<file path="config.mk">
export PLATFORM = sky130hd
export DESIGN_NAME = radio_mode_command_sequencer
export DESIGN_NICKNAME = d
export VERILOG_FILES = /design/src/rtl/rmcs_pkg.sv /design/src/rtl/radio_mode_command_sequencer.sv
export VERILOG_INCLUDE_DIRS = /design/src /design/src/rtl
export SDC_FILE = /design/constraint.sdc
export NUM_CORES = 1
export LEC_CHECK = 0
export BUFFER_PORTS_ARGS = -buffer_cell sky130_fd_sc_hd__clkbuf_2
export CAP_MARGIN = 20
export CORE_MARGIN = 5
export CORE_UTILIZATION = 57
export CTS_BUF_LIST = sky130_fd_sc_hd__clkbuf_4 sky130_fd_sc_hd__clkbuf_8 sky130_fd_sc_hd__clkbuf_16
export DETAILED_ROUTE_END_ITERATION = 8
export GPL_ROUTABILITY_DRIVEN = 0
export PLACE_DENSITY = 0.8
export SETUP_SLACK_MARGIN = 0.3
export SKIP_LAST_GASP = 1
export SLEW_MARGIN = 20
export SYNTH_ARGS = -nofsm -noshare
export SYNTH_HDL_FRONTEND = slang
export SYNTH_SLANG_ARGS = --single-unit
</file>
<file path="constraint.sdc">
create_clock -name clk_i -period 5 [get_ports clk_i]
set_clock_uncertainty 0.15 [all_clocks]
set_input_delay 1.25 -clock clk_i [delete_from_list [all_inputs] [get_ports clk_i]]
set_output_delay 1.25 -clock clk_i [all_outputs]
set_load 0.01 [all_outputs]
</file>
<file path="src/rtl/radio_mode_command_sequencer_macros.svh">
// Assertion macros for the radio mode command sequencer.
`ifndef RADIO_MODE_COMMAND_SEQUENCER_MACROS_SVH
`define RADIO_MODE_COMMAND_SEQUENCER_MACROS_SVH

// Checked on every rising clock edge, skipped while reset is asserted.
`define RMCS_ASSERT(name, prop, msg) \
  name: assert property (@(posedge clk_i) disable iff (!rst_ni) prop) else $error(msg);

// Checked on every rising clock edge, reset included.
`define RMCS_ASSERT_ALWAYS(name, prop, msg) \
  name: assert property (@(posedge clk_i) prop) else $error(msg);

`endif

</file>
<file path="src/rtl/rmcs_pkg.sv">
// Types and constants of the radio mode command sequencer.
package rmcs_pkg;

  localparam int unsigned FreqW  = 32;
  localparam int unsigned PowerW = 8;
  localparam int unsigned ModeW  = 4;
  localparam int unsigned CfgW   = 32;
  localparam int unsigned CfgIdxW = 2;

  localparam logic [FreqW-1:0]  ThresholdReset = 32'd30000000;
  localparam logic [PowerW-1:0] PowerLowReset  = 8'd80;
  localparam logic [PowerW-1:0] PowerHighReset = 8'd100;
  localparam logic [ModeW-1:0]  CarrierModeReset = 4'd15;

  typedef enum logic [3:0] {
    ST_IDLE     = 4'd0,
    ST_MOFF_RX  = 4'd1,
    ST_MOFF_TX  = 4'd2,
    ST_RX_FREQ  = 4'd3,
    ST_TX_FREQ  = 4'd4,
    ST_RX_OFF   = 4'd5,
    ST_TX_OFF   = 4'd6,
    ST_RX_MODE  = 4'd7,
    ST_TX_POWER = 4'd8,
    ST_TX_MODE  = 4'd9,
    ST_CARRIER  = 4'd10
  } seq_state_e;

  typedef enum logic [1:0] {
    OP_OFF     = 2'd0,
    OP_RX      = 2'd1,
    OP_TX      = 2'd2,
    OP_CARRIER = 2'd3
  } op_e;

  typedef enum logic [1:0] {
    KIND_SET_OP     = 2'd0,
    KIND_SET_PARAMS = 2'd1,
    KIND_ACK        = 2'd2,
    KIND_RESET      = 2'd3
  } kind_e;

  typedef enum logic [1:0] {
    PARAM_FREQ  = 2'd0,
    PARAM_MODE  = 2'd1,
    PARAM_POWER = 2'd2
  } param_e;

  typedef enum logic {
    PATH_RX = 1'b0,
    PATH_TX = 1'b1
  } path_e;

  typedef enum logic [CfgIdxW-1:0] {
    CFG_THRESHOLD = 2'd0,
    CFG_POWER_LOW = 2'd1,
    CFG_POWER_HIGH = 2'd2,
    CFG_CARRIER_MODE = 2'd3
  } cfg_idx_e;

  typedef struct packed {
    logic             cmd_valid;
    path_e            cmd_path;
    param_e           cmd_param;
    logic [FreqW-1:0] cmd_value;
    logic             completed;
    seq_state_e       state_now;
  } result_t;

endpackage

</file>
<file path="src/rtl/radio_mode_command_sequencer.sv">
// Radio mode command sequencer: event-driven DSP command state machine.
//
//   channel  direction  handshake                   payload
//   in       in         in_valid_i / in_ready_o     kind, op_request, mod_code, frequency
//   out      out        out_valid_o / out_ready_i   cmd_*, completed, state_now
//   cfg      in         cfg_we_i (no wait)          cfg_idx_i, cfg_wdata_i
//
// One beat per cycle each way unless stalled; a result appears the cycle after its beat.
// The sequencer state is updated at the input beat, so the next beat sees it at once.
// The result register parts the two sides: a new beat is taken while the held result
// leaves in the same cycle; only a stalled, full result register holds off the input.
// Reset clears the sequencer state and loads the register defaults; no clearing pass.
`include "radio_mode_command_sequencer_macros.svh"

module radio_mode_command_sequencer (
  input  logic                            clk_i,
  input  logic                            rst_ni,
  // configuration
  input  logic                            cfg_we_i,
  input  logic [rmcs_pkg::CfgIdxW-1:0]    cfg_idx_i,
  input  logic [rmcs_pkg::CfgW-1:0]       cfg_wdata_i,
  // event input
  input  logic                            in_valid_i,
  output logic                            in_ready_o,
  input  logic [1:0]                      kind_i,
  input  logic [1:0]                      op_request_i,
  input  logic [rmcs_pkg::ModeW-1:0]      mod_code_i,
  input  logic [rmcs_pkg::FreqW-1:0]      frequency_i,
  // result output
  output logic                            out_valid_o,
  input  logic                            out_ready_i,
  output logic                            cmd_valid_o,
  output logic                            cmd_path_o,
  output logic [1:0]                      cmd_param_o,
  output logic [rmcs_pkg::FreqW-1:0]      cmd_value_o,
  output logic                            completed_o,
  output logic [3:0]                      state_now_o
);
  import rmcs_pkg::*;

  // configuration registers
  logic [FreqW-1:0]  threshold_q;
  logic [PowerW-1:0] power_low_q;
  logic [PowerW-1:0] power_high_q;
  logic [ModeW-1:0]  carrier_mode_q;

  // sequencer state
  seq_state_e        seq_q, seq_d;
  op_e               op_q, op_d;
  logic [ModeW-1:0]  mode_q, mode_d;
  logic [FreqW-1:0]  freq_q, freq_d;

  // step flags
  logic              issue;
  logic              done;
  logic              in_fire;

  // result register
  logic              out_valid_q;
  result_t           res_q, res_d;

  assign in_ready_o = !out_valid_q || out_ready_i;
  assign in_fire    = in_valid_i && in_ready_o;

  // Configuration writes.
  always_ff @(posedge clk_i or negedge rst_ni) begin
    if (!rst_ni) begin
      threshold_q    <= ThresholdReset;
      power_low_q    <= PowerLowReset;
      power_high_q   <= PowerHighReset;
      carrier_mode_q <= CarrierModeReset;
    end else if (cfg_we_i) begin
      case (cfg_idx_e'(cfg_idx_i))
        CFG_THRESHOLD:    threshold_q    <= cfg_wdata_i;
        CFG_POWER_LOW:    power_low_q    <= cfg_wdata_i[PowerW-1:0];
        CFG_POWER_HIGH:   power_high_q   <= cfg_wdata_i[PowerW-1:0];
        CFG_CARRIER_MODE: carrier_mode_q <= cfg_wdata_i[ModeW-1:0];
        default: ;
      endcase
    end
  end

  // Next state. 'issue' means the move asks for the new state's command.
  always_comb begin
    seq_d  = seq_q;
    op_d   = op_q;
    mode_d = mode_q;
    freq_d = freq_q;
    issue  = 1'b0;
    done   = 1'b0;
    if (in_fire) begin
      case (kind_e'(kind_i))
        KIND_SET_OP: begin
          if (op_e'(op_request_i) != op_q) begin
            op_d  = op_e'(op_request_i);
            issue = 1'b1;
            case (op_e'(op_request_i))
              OP_OFF: begin
                if (seq_q == ST_IDLE) begin
                  if (op_q == OP_RX) seq_d = ST_RX_OFF;
                  else if (op_q == OP_TX || op_q == OP_CARRIER) seq_d = ST_TX_OFF;
                  else issue = 1'b0;
                end else if (seq_q == ST_RX_MODE) begin
                  seq_d = ST_RX_OFF;
                end else if (seq_q == ST_TX_POWER) begin
                  // straight to idle, idle has no command
                  seq_d = ST_IDLE;
                end else if (seq_q inside {ST_TX_MODE, ST_CARRIER}) begin
                  seq_d = ST_TX_OFF;
                end else begin
                  issue = 1'b0;
                end
              end
              OP_RX: begin
                if (seq_q inside {ST_IDLE, ST_TX_MODE, ST_CARRIER})
                  seq_d = (op_q == OP_OFF) ? ST_RX_MODE : ST_TX_OFF;
                else if (seq_q inside {ST_RX_OFF, ST_TX_OFF, ST_TX_POWER})
                  seq_d = ST_RX_MODE;
                else
                  issue = 1'b0;
              end
              OP_TX: begin
                if (seq_q inside {ST_IDLE, ST_RX_MODE})
                  seq_d = (op_q == OP_OFF) ? ST_TX_POWER : ST_RX_OFF;
                else if (seq_q inside {ST_RX_OFF, ST_TX_OFF, ST_CARRIER})
                  seq_d = ST_TX_POWER;
                else
                  issue = 1'b0;
              end
              default: begin  // carrier
                if (seq_q inside {ST_IDLE, ST_RX_MODE})
                  seq_d = (op_q == OP_OFF) ? ST_TX_POWER : ST_RX_OFF;
                else if (seq_q inside {ST_RX_OFF, ST_TX_OFF, ST_TX_MODE})
                  seq_d = ST_TX_POWER;
                else
                  issue = 1'b0;
              end
            endcase
          end
        end
        KIND_SET_PARAMS: begin
          mode_d = mod_code_i;
          freq_d = frequency_i;
          issue  = 1'b1;
          if (seq_q == ST_IDLE) begin
            if (op_q == OP_OFF) seq_d = ST_RX_FREQ;
            else if (op_q == OP_RX) seq_d = ST_MOFF_RX;
            else seq_d = ST_MOFF_TX;
          end else if (seq_q inside {ST_RX_OFF, ST_TX_OFF, ST_RX_FREQ, ST_TX_FREQ}) begin
            seq_d = ST_RX_FREQ;
          end else if (seq_q inside {ST_TX_POWER, ST_TX_MODE, ST_CARRIER}) begin
            seq_d = ST_MOFF_TX;
          end else if (seq_q == ST_RX_MODE) begin
            seq_d = ST_MOFF_RX;
          end else begin
            // mode-off states: store only
            issue = 1'b0;
          end
        end
        KIND_ACK: begin
          if (seq_q != ST_IDLE) begin
            issue = 1'b1;
            case (seq_q)
              ST_MOFF_RX, ST_MOFF_TX: seq_d = ST_RX_FREQ;
              ST_RX_FREQ:             seq_d = ST_TX_FREQ;
              ST_TX_FREQ, ST_RX_OFF, ST_TX_OFF: begin
                if (op_q == OP_OFF) seq_d = ST_IDLE;
                else if (op_q == OP_RX) seq_d = ST_RX_MODE;
                else seq_d = ST_TX_POWER;
              end
              ST_TX_POWER: begin
                if (op_q == OP_TX) seq_d = ST_TX_MODE;
                else if (op_q == OP_CARRIER) seq_d = ST_CARRIER;
                else seq_d = ST_IDLE;
              end
              default: seq_d = ST_IDLE;
            endcase
            done = (seq_d == ST_IDLE);
          end
        end
        default: begin  // reset event, registers keep their values
          seq_d  = ST_IDLE;
          op_d   = OP_OFF;
          mode_d = '0;
          freq_d = '0;
        end
      endcase
    end
  end

  // Command of the new state, built from the post-step values.
  always_comb begin
    res_d           = '0;
    res_d.completed = done;
    res_d.state_now = seq_d;
    if (issue) begin
      res_d.cmd_valid = 1'b1;
      case (seq_d)
        ST_RX_FREQ: begin
          res_d.cmd_path  = PATH_RX;
          res_d.cmd_param = PARAM_FREQ;
          res_d.cmd_value = freq_d;
        end
        ST_TX_FREQ: begin
          res_d.cmd_path  = PATH_TX;
          res_d.cmd_param = PARAM_FREQ;
          res_d.cmd_value = freq_d;
        end
        ST_MOFF_RX, ST_RX_OFF: begin
          res_d.cmd_path  = PATH_RX;
          res_d.cmd_param = PARAM_MODE;
        end
        ST_MOFF_TX, ST_TX_OFF: begin
          res_d.cmd_path  = PATH_TX;
          res_d.cmd_param = PARAM_MODE;
        end
        ST_RX_MODE: begin
          res_d.cmd_path  = PATH_RX;
          res_d.cmd_param = PARAM_MODE;
          res_d.cmd_value = FreqW'(mode_d);
        end
        ST_TX_POWER: begin
          res_d.cmd_path  = PATH_TX;
          res_d.cmd_param = PARAM_POWER;
          // carrier always runs at the reduced level
          if (op_d != OP_CARRIER && freq_d < threshold_q)
            res_d.cmd_value = FreqW'(power_high_q);
          else
            res_d.cmd_value = FreqW'(power_low_q);
        end
        ST_TX_MODE: begin
          res_d.cmd_path  = PATH_TX;
          res_d.cmd_param = PARAM_MODE;
          res_d.cmd_value = FreqW'(mode_d);
        end
        ST_CARRIER: begin
          res_d.cmd_path  = PATH_TX;
          res_d.cmd_param = PARAM_MODE;
          res_d.cmd_value = FreqW'(carrier_mode_q);
        end
        default: res_d.cmd_valid = 1'b0;  // idle issues nothing
      endcase
    end
  end

  always_ff @(posedge clk_i or negedge rst_ni) begin
    if (!rst_ni) begin
      seq_q       <= ST_IDLE;
      op_q        <= OP_OFF;
      mode_q      <= '0;
      freq_q      <= '0;
      out_valid_q <= 1'b0;
    end else begin
      seq_q  <= seq_d;
      op_q   <= op_d;
      mode_q <= mode_d;
      freq_q <= freq_d;
      if (in_fire) out_valid_q <= 1'b1;
      else if (out_ready_i) out_valid_q <= 1'b0;
    end
  end

  always_ff @(posedge clk_i) begin
    if (in_fire) res_q <= res_d;
  end

  assign out_valid_o = out_valid_q;
  assign cmd_valid_o = res_q.cmd_valid;
  assign cmd_path_o  = res_q.cmd_path;
  assign cmd_param_o = res_q.cmd_param;
  assign cmd_value_o = res_q.cmd_value;
  assign completed_o = res_q.completed;
  assign state_now_o = res_q.state_now;

  // A held result always reports the state the sequencer is in.
  `RMCS_ASSERT(a_state_tracks,
               out_valid_q |-> (res_q.state_now == seq_q),
               "result state differs from sequencer state")
  // Completion only lands in idle, which has no command.
  `RMCS_ASSERT(a_done_idle,
               (out_valid_q && res_q.completed) |->
                 (res_q.state_now == ST_IDLE && !res_q.cmd_valid),
               "completion outside idle")
  // No command means zero command fields.
  `RMCS_ASSERT(a_nocmd_zero,
               (out_valid_q && !res_q.cmd_valid) |->
                 (res_q.cmd_param == PARAM_FREQ && res_q.cmd_path == PATH_RX &&
                  res_q.cmd_value == '0),
               "stale command fields")
  // A reset event clears the sequencer.
  `RMCS_ASSERT(a_reset_event,
               (in_fire && kind_i == KIND_RESET) |=>
                 (seq_q == ST_IDLE && op_q == OP_OFF && freq_q == '0),
               "reset event left state")
  // Nothing is shown right out of reset.
  `RMCS_ASSERT_ALWAYS(a_reset_empty, !rst_ni |-> !out_valid_q, "result valid in reset")

endmodule

</file>
* Word level (Yosys, flattened, before mapping)
Cells that the tools add are included.
** Storage, ports and cells
- Input bits :: 79
- Register bits :: 136
- Output and inout port bits :: 43
- Logic and storage cells :: 150
** Operators by class
- Muxes and demuxes :: 67
- Equal/unequal tests :: 32
- Order comparisons :: 1
- Reduce and logical (&&, ||, !) cells :: 35
** Operators with widths (number)
- 32-bit case mux with 4 select lines :: 1
- 4-bit two-way mux :: 28
- 32-bit case mux with 2 select lines :: 1
- 4-bit by 3-bit == test with 1-bit output (second input constant) :: 8
- 32-bit less-than comparator :: 1
- 32-bit two-way mux :: 1
- 4-bit == test (second input constant) :: 6
- 4-bit case mux with 3 select lines :: 2
- 1-bit two-way mux :: 23
- 4-bit by 2-bit == test with 1-bit output (second input constant) :: 4
- 4-bit case mux with 4 select lines :: 1
- 3-bit nonzero test :: 5
- 2-bit == test (second input constant) :: 6
- 3-bit case mux with 4 select lines :: 1
- 2-bit AND reduction :: 5
- 10-bit OR reduction :: 1
- 2-bit OR reduction :: 5
- 2-bit by 1-bit == test with 1-bit output (second input constant) :: 4
- 4-bit by 1-bit == test with 1-bit output (second input constant) :: 2
- 2-bit logical NOT :: 4
- 4-bit logical NOT :: 2
- 2-bit two-way mux :: 4
- 8-bit two-way mux :: 1
- 4-bit case mux with 2 select lines :: 1
- 11 further kinds :: 18

* Longest topological paths before layout
- Depth in word-level cells :: 13
- Depth in mapped cells :: 17
- Depth with buffers taken out :: 15

* Worst setup path before layout
OpenSTA, ideal clock, no wires.
- Path type :: input-to-reg
- Start :: input kind_i[1]
- End :: register res_q, in the netlist cmd_value_o[0] (data pin)
- Cell stages on the path :: 16
- Data required time :: 4.690 ns
- Slack :: 0.040 ns
- Arrival time :: 4.650 ns
- Setup time :: 0.160 ns
- Path buffers :: 1
- Cells stage by stage :: inv_1 -> ha_1 -> nand2_1 -> nor2_1 -> clkbuf_1 -> a22oi_1 -> o21ai_0 -> ha_1 -> nand4_1 -> nor4_1 -> a2111o_1 -> a211o_1 -> nor3_4 -> mux2i_1 -> or2_2 -> a41oi_1
** On the way
- Word-level cells in the longest chain between the ends :: 8
- Elaborated cells on any way between the ends :: 28
- Those cells by class :: 1 x order compare; 9 x eq/ne; 12 x mux; 6 x reduce/logical
** Ends and longest elaborated chain
- start, declared :: line radio_mode_command_sequencer.sv:25 : input logic [1:0] kind_i,
- 2-bit == test or 2-bit logical NOT (tied branches) :: line radio_mode_command_sequencer.sv:92 : case (kind_e'(kind_i))
- 2-bit OR reduction (no line)
- 32-bit case mux with 2 select lines (*) :: line radio_mode_command_sequencer.sv:92
- 32-bit two-way mux (*) :: line radio_mode_command_sequencer.sv:91 : if (in_fire) begin
- via freq_d[30] :: line radio_mode_command_sequencer.sv:51 : logic [FreqW-1:0] freq_q, freq_d;
- 32-bit less-than comparator (*) :: line radio_mode_command_sequencer.sv:226 : if (op_d != OP_CARRIER && freq_d < threshold_q)
- 1-bit logical AND (*) :: line radio_mode_command_sequencer.sv:226
- 8-bit two-way mux (*) :: line radio_mode_command_sequencer.sv:226
- 32-bit case mux with 4 select lines (*) :: line radio_mode_command_sequencer.sv:198 : case (seq_d)
- end signal, assigned :: line radio_mode_command_sequencer.sv:264 : if (in_fire) res_q <= res_d;
- end, declared :: line radio_mode_command_sequencer.sv:60 : result_t res_q, res_d;
Mark *: on every way through the listed nets, which the timed path passes. The rest lies on a longest branch.
A chain may end at the register's enable or synchronous reset.

* Worst setup path in the final report
- Start :: input kind_i[1]
- End :: register res_q, in the netlist cmd_value_o[1] (data pin)
The elaborated chain is that of the path after synthesis.

==> run_results.csv <==
group,metric,value,unit
run_status,status,"completed",
route,drcViolationCount,0,
worst_hold_path,whs_path_depth,1,
clocking,clk_path_buf_depth,2,
worst_setup_path,cp-startpoint,"kind_i[1]",
clocking,clk_pin_slew,0.05,ns
placement,pre_cts_slack,-0.0650,ns
sta,worst_pin_slew,1.00,ns
yosys,ys_seq_elements,136,
global_route,grt_pass1_wl,32300,um
floorplan,rows,42,
placement,hpwl,13900,um
worst_hold_path,hold_path.class,"flip-flop to flip-flop",
floorplan,start_util,0.573,
global_route,grt-ovfl-total,0,
worst_hold_path,min_from,"power_high_q[3]",
pwr,vdd_drop_max,0.000292,V
worst_setup_path,worst_setup_path_end_kind,"flip-flop",
worst_setup_path,critPathMaxFanout,9,
layout,finalInstanceArea,8930,um^2
floorplan,coreArea,13100,um^2
sta,max_clock_freq,220,MHz
worst_hold_path,hold_path_end,"power_high_q[3]",
placement,dpl_cell_area,8310,um^2
floorplan,die_w,125,um
worst_setup_path,r2r_cells,8,
layout,instances_no_fill,1061,
sta,whs,0.356,ns
floorplan,fp.dieArea,15500,um^2
pwr,p_per_area,420,nW/um^2
yosys,syn_inst,749,
clocking,h-tree-depth,4,
yosys,synthArstFlopShare,0.699,
yosys,syn_area,7500,um^2
sta,hold_viol_final,0,
placement,io_buffers,121,
worst_setup_path,regToRegEndpoint,"cmd_value_o[28]",
route,totalWireLength,19700,um
layout,layout_common_cells,"clkbuf_2 (120), nand2_1 (100), o21ai_0 (84)",
route,post_drt_via_cell_ratio,6.09,
layout,drive_gt1_frac,0.284,
sta,setup_viol,0,
clocking,root_buffer,"clkbuf_16",
yosys,synth_top_area_share,0.254,
yosys,synth_edf_count,41,
worst_setup_path,cp.arrival,4.64,ns
yosys,synth.distinct_cells,80,
floorplan,ios,122,
sta,min_period,4.55,ns
pwr,power_leakage,3.88,nW
layout,antenna_cells,0,
clocking,cts_tree,"done",
yosys,syn_area_per_cell,10.0,um^2
global_route,grt_max_degree,67,
sta,maxSlewHeadroom,0.333,
worst_setup_path,r2r_slack,0.72,ns
yosys,synth_seq_area_share,0.484,
yosys,syn-num-nets,864,
route,antenna_left,0,
sta,rsz0062_at_grt,"false",
global_route,track_usage,0.254,
worst_setup_path,cp-start-kind,"input port",
floorplan,die_h,125,um
clocking,numClockSinks,136,
layout,area_growth,19.2,%
layout,finalNetCount,987,
route,wl_per_cell,18.5,um
clocking,cts_buffers,17,
sta,finalMaxSlewViolations,0,
sta,final.period_utilization,0.909,
worst_setup_path,setup.worst_path.class,"input port to flip-flop",
global_route,grt_pass1_vias,6610,
route,firstDrtPassIters,5,
yosys,synth_flop_cell,"dfrtp_1",
flow_run,drv_cap,0,
layout,fin_util,0.683,
route,drt_iter0_drc,913,
layout,final_common_cell,"clkbuf_2",
clocking,clock_latency,0.42,ns
yosys,synth_top_area_cell,"dfrtp_1",
placement,dp_cells,1027,
worst_setup_path,r2r_start,"seq_q[2]",
global_route,antenna_found_initial,1,
yosys,yosys_warnings,0,
route,vias,6457,
worst_setup_path,cp.required,5.09,ns
yosys,synth_top_cells_by_area,"dfrtp_1 (25%), edfxtp_1 (16%), dfstp_2 (6.7%)",
sta,worst_slack,0.454,ns
==> flip-flops by register name (all words and copies together) (netlist names) <==
register        cells
out_valid_o         1
power_low_q         8
cmd_param_o         2
cmd_value_o        32
cmd_path_o          1
mode_q              4
threshold_q        32
freq_q             32
completed_o         1
carrier_mode_q      4
state_now_o         4
op_q                2
seq_q               4
power_high_q        8
cmd_valid_o         1
==> metal layers <==
layer / GRT usage / up-vias / routed length (um) / share of wire
met5: 0 / - / 13 / 0.00066
met4: 0.0883 / 2 / 452 / 0.023
met3: 0.0609 / 53 / 1410 / 0.072
met2: 0.425 / 325 / 9740 / 0.50
met1: 0.324 / 3131 / 8040 / 0.41
li1: - / 2946 / - / -
==> where the power goes <==
group          switching [mW]  total [mW]  internal, mW
registers               0.138        1.49          1.35
clock network           0.454        1.25         0.797
logic                   0.567        1.01         0.439
total                    1.16        3.75          2.59
==> kinds of logic after synthesis <==
group	synth area share
AO/OA/AOI/OAI	0.198
flip-flops	0.484
AND/OR/NAND/NOR	0.154
adder cells (fa/ha/maj)	0.0601
buffers and inverters	0.0542
multiplexers	0.0437
XOR/XNOR	0.00584
==> cell type report <==
type	count	area (um^2)
repair buffers	147	828
clock buffers	21	455
inverters	49	185
clock inverters	11	130
well taps	176	220
fillers	985	4150
flip-flops and latches	136	3630
multi-input cells	521	3480
==> how the worst max path moves through the flow <==
| stage | end |
|---|---|
| 2_1_floorplan | cmd_value_o[0] |
| 3_3_place_gp | cmd_value_o[0] |
| 3_5_place_dp | cmd_value_o[2] |
| 4_1_cts | cmd_value_o[1] |
| 5_1_grt | cmd_value_o[1] |
| 6_report | cmd_value_o[1] |
==> timing repair <==
action | in CTS | in global routing
gates resized for setup | 0 | 10
setup endpoints to repair | 1 | 8
pin swaps | 1 | 0
buffers inserted | 2 | 0
hold buffers | 0 | 0
cloned | 0 | 0
==> metrics by stage <==
stage | total power [mW] | TNS (ns)
after floorplan | 2.17 | 0
after global placement | 2.41 | 0
after detailed placement | 2.48 | -0.322
after CTS | 3.73 | 0
after global routing | 3.94 | 0
final | 3.75 | 0
==> cell usage after synthesis, drive strengths merged, types with 4 or more instances <==
cell	count
or2	11
nor3	9
nand2b	4
o21ai	94
nor2	20
a41oi	4
a211oi	5
and2	4
o21a	4
edfxtp	41
buf	24
ha	36
and3	6
or3	6
nand4	6
o22ai	4
nand3	15
mux2	22
clkbuf	19
dfstp	19
a22oi	38
nand2	100
mux2i	8
a21oi	33
inv	48
dfrtp	76
nor2b	28
a21boi	5
==> worst max-delay path, cell delays in order <==
cell and delay [ns]:
clkbuf_2 0.13, inv_1 0.10, ha_1 0.17, nand2_1 0.11, nor2_4 0.19, buf_12 0.15, a22oi_1 0.06, o21ai_0 0.38
ha_1 0.34, nand2_1 0.09, nor4_2 0.07, a2111o_1 0.42, a211o_1 0.31, nor3_4 0.16, buf_12 0.16, mux2i_1 0.07
or2_2 0.28, a41oi_1 0.19
(Power assumes the default switching activity.)
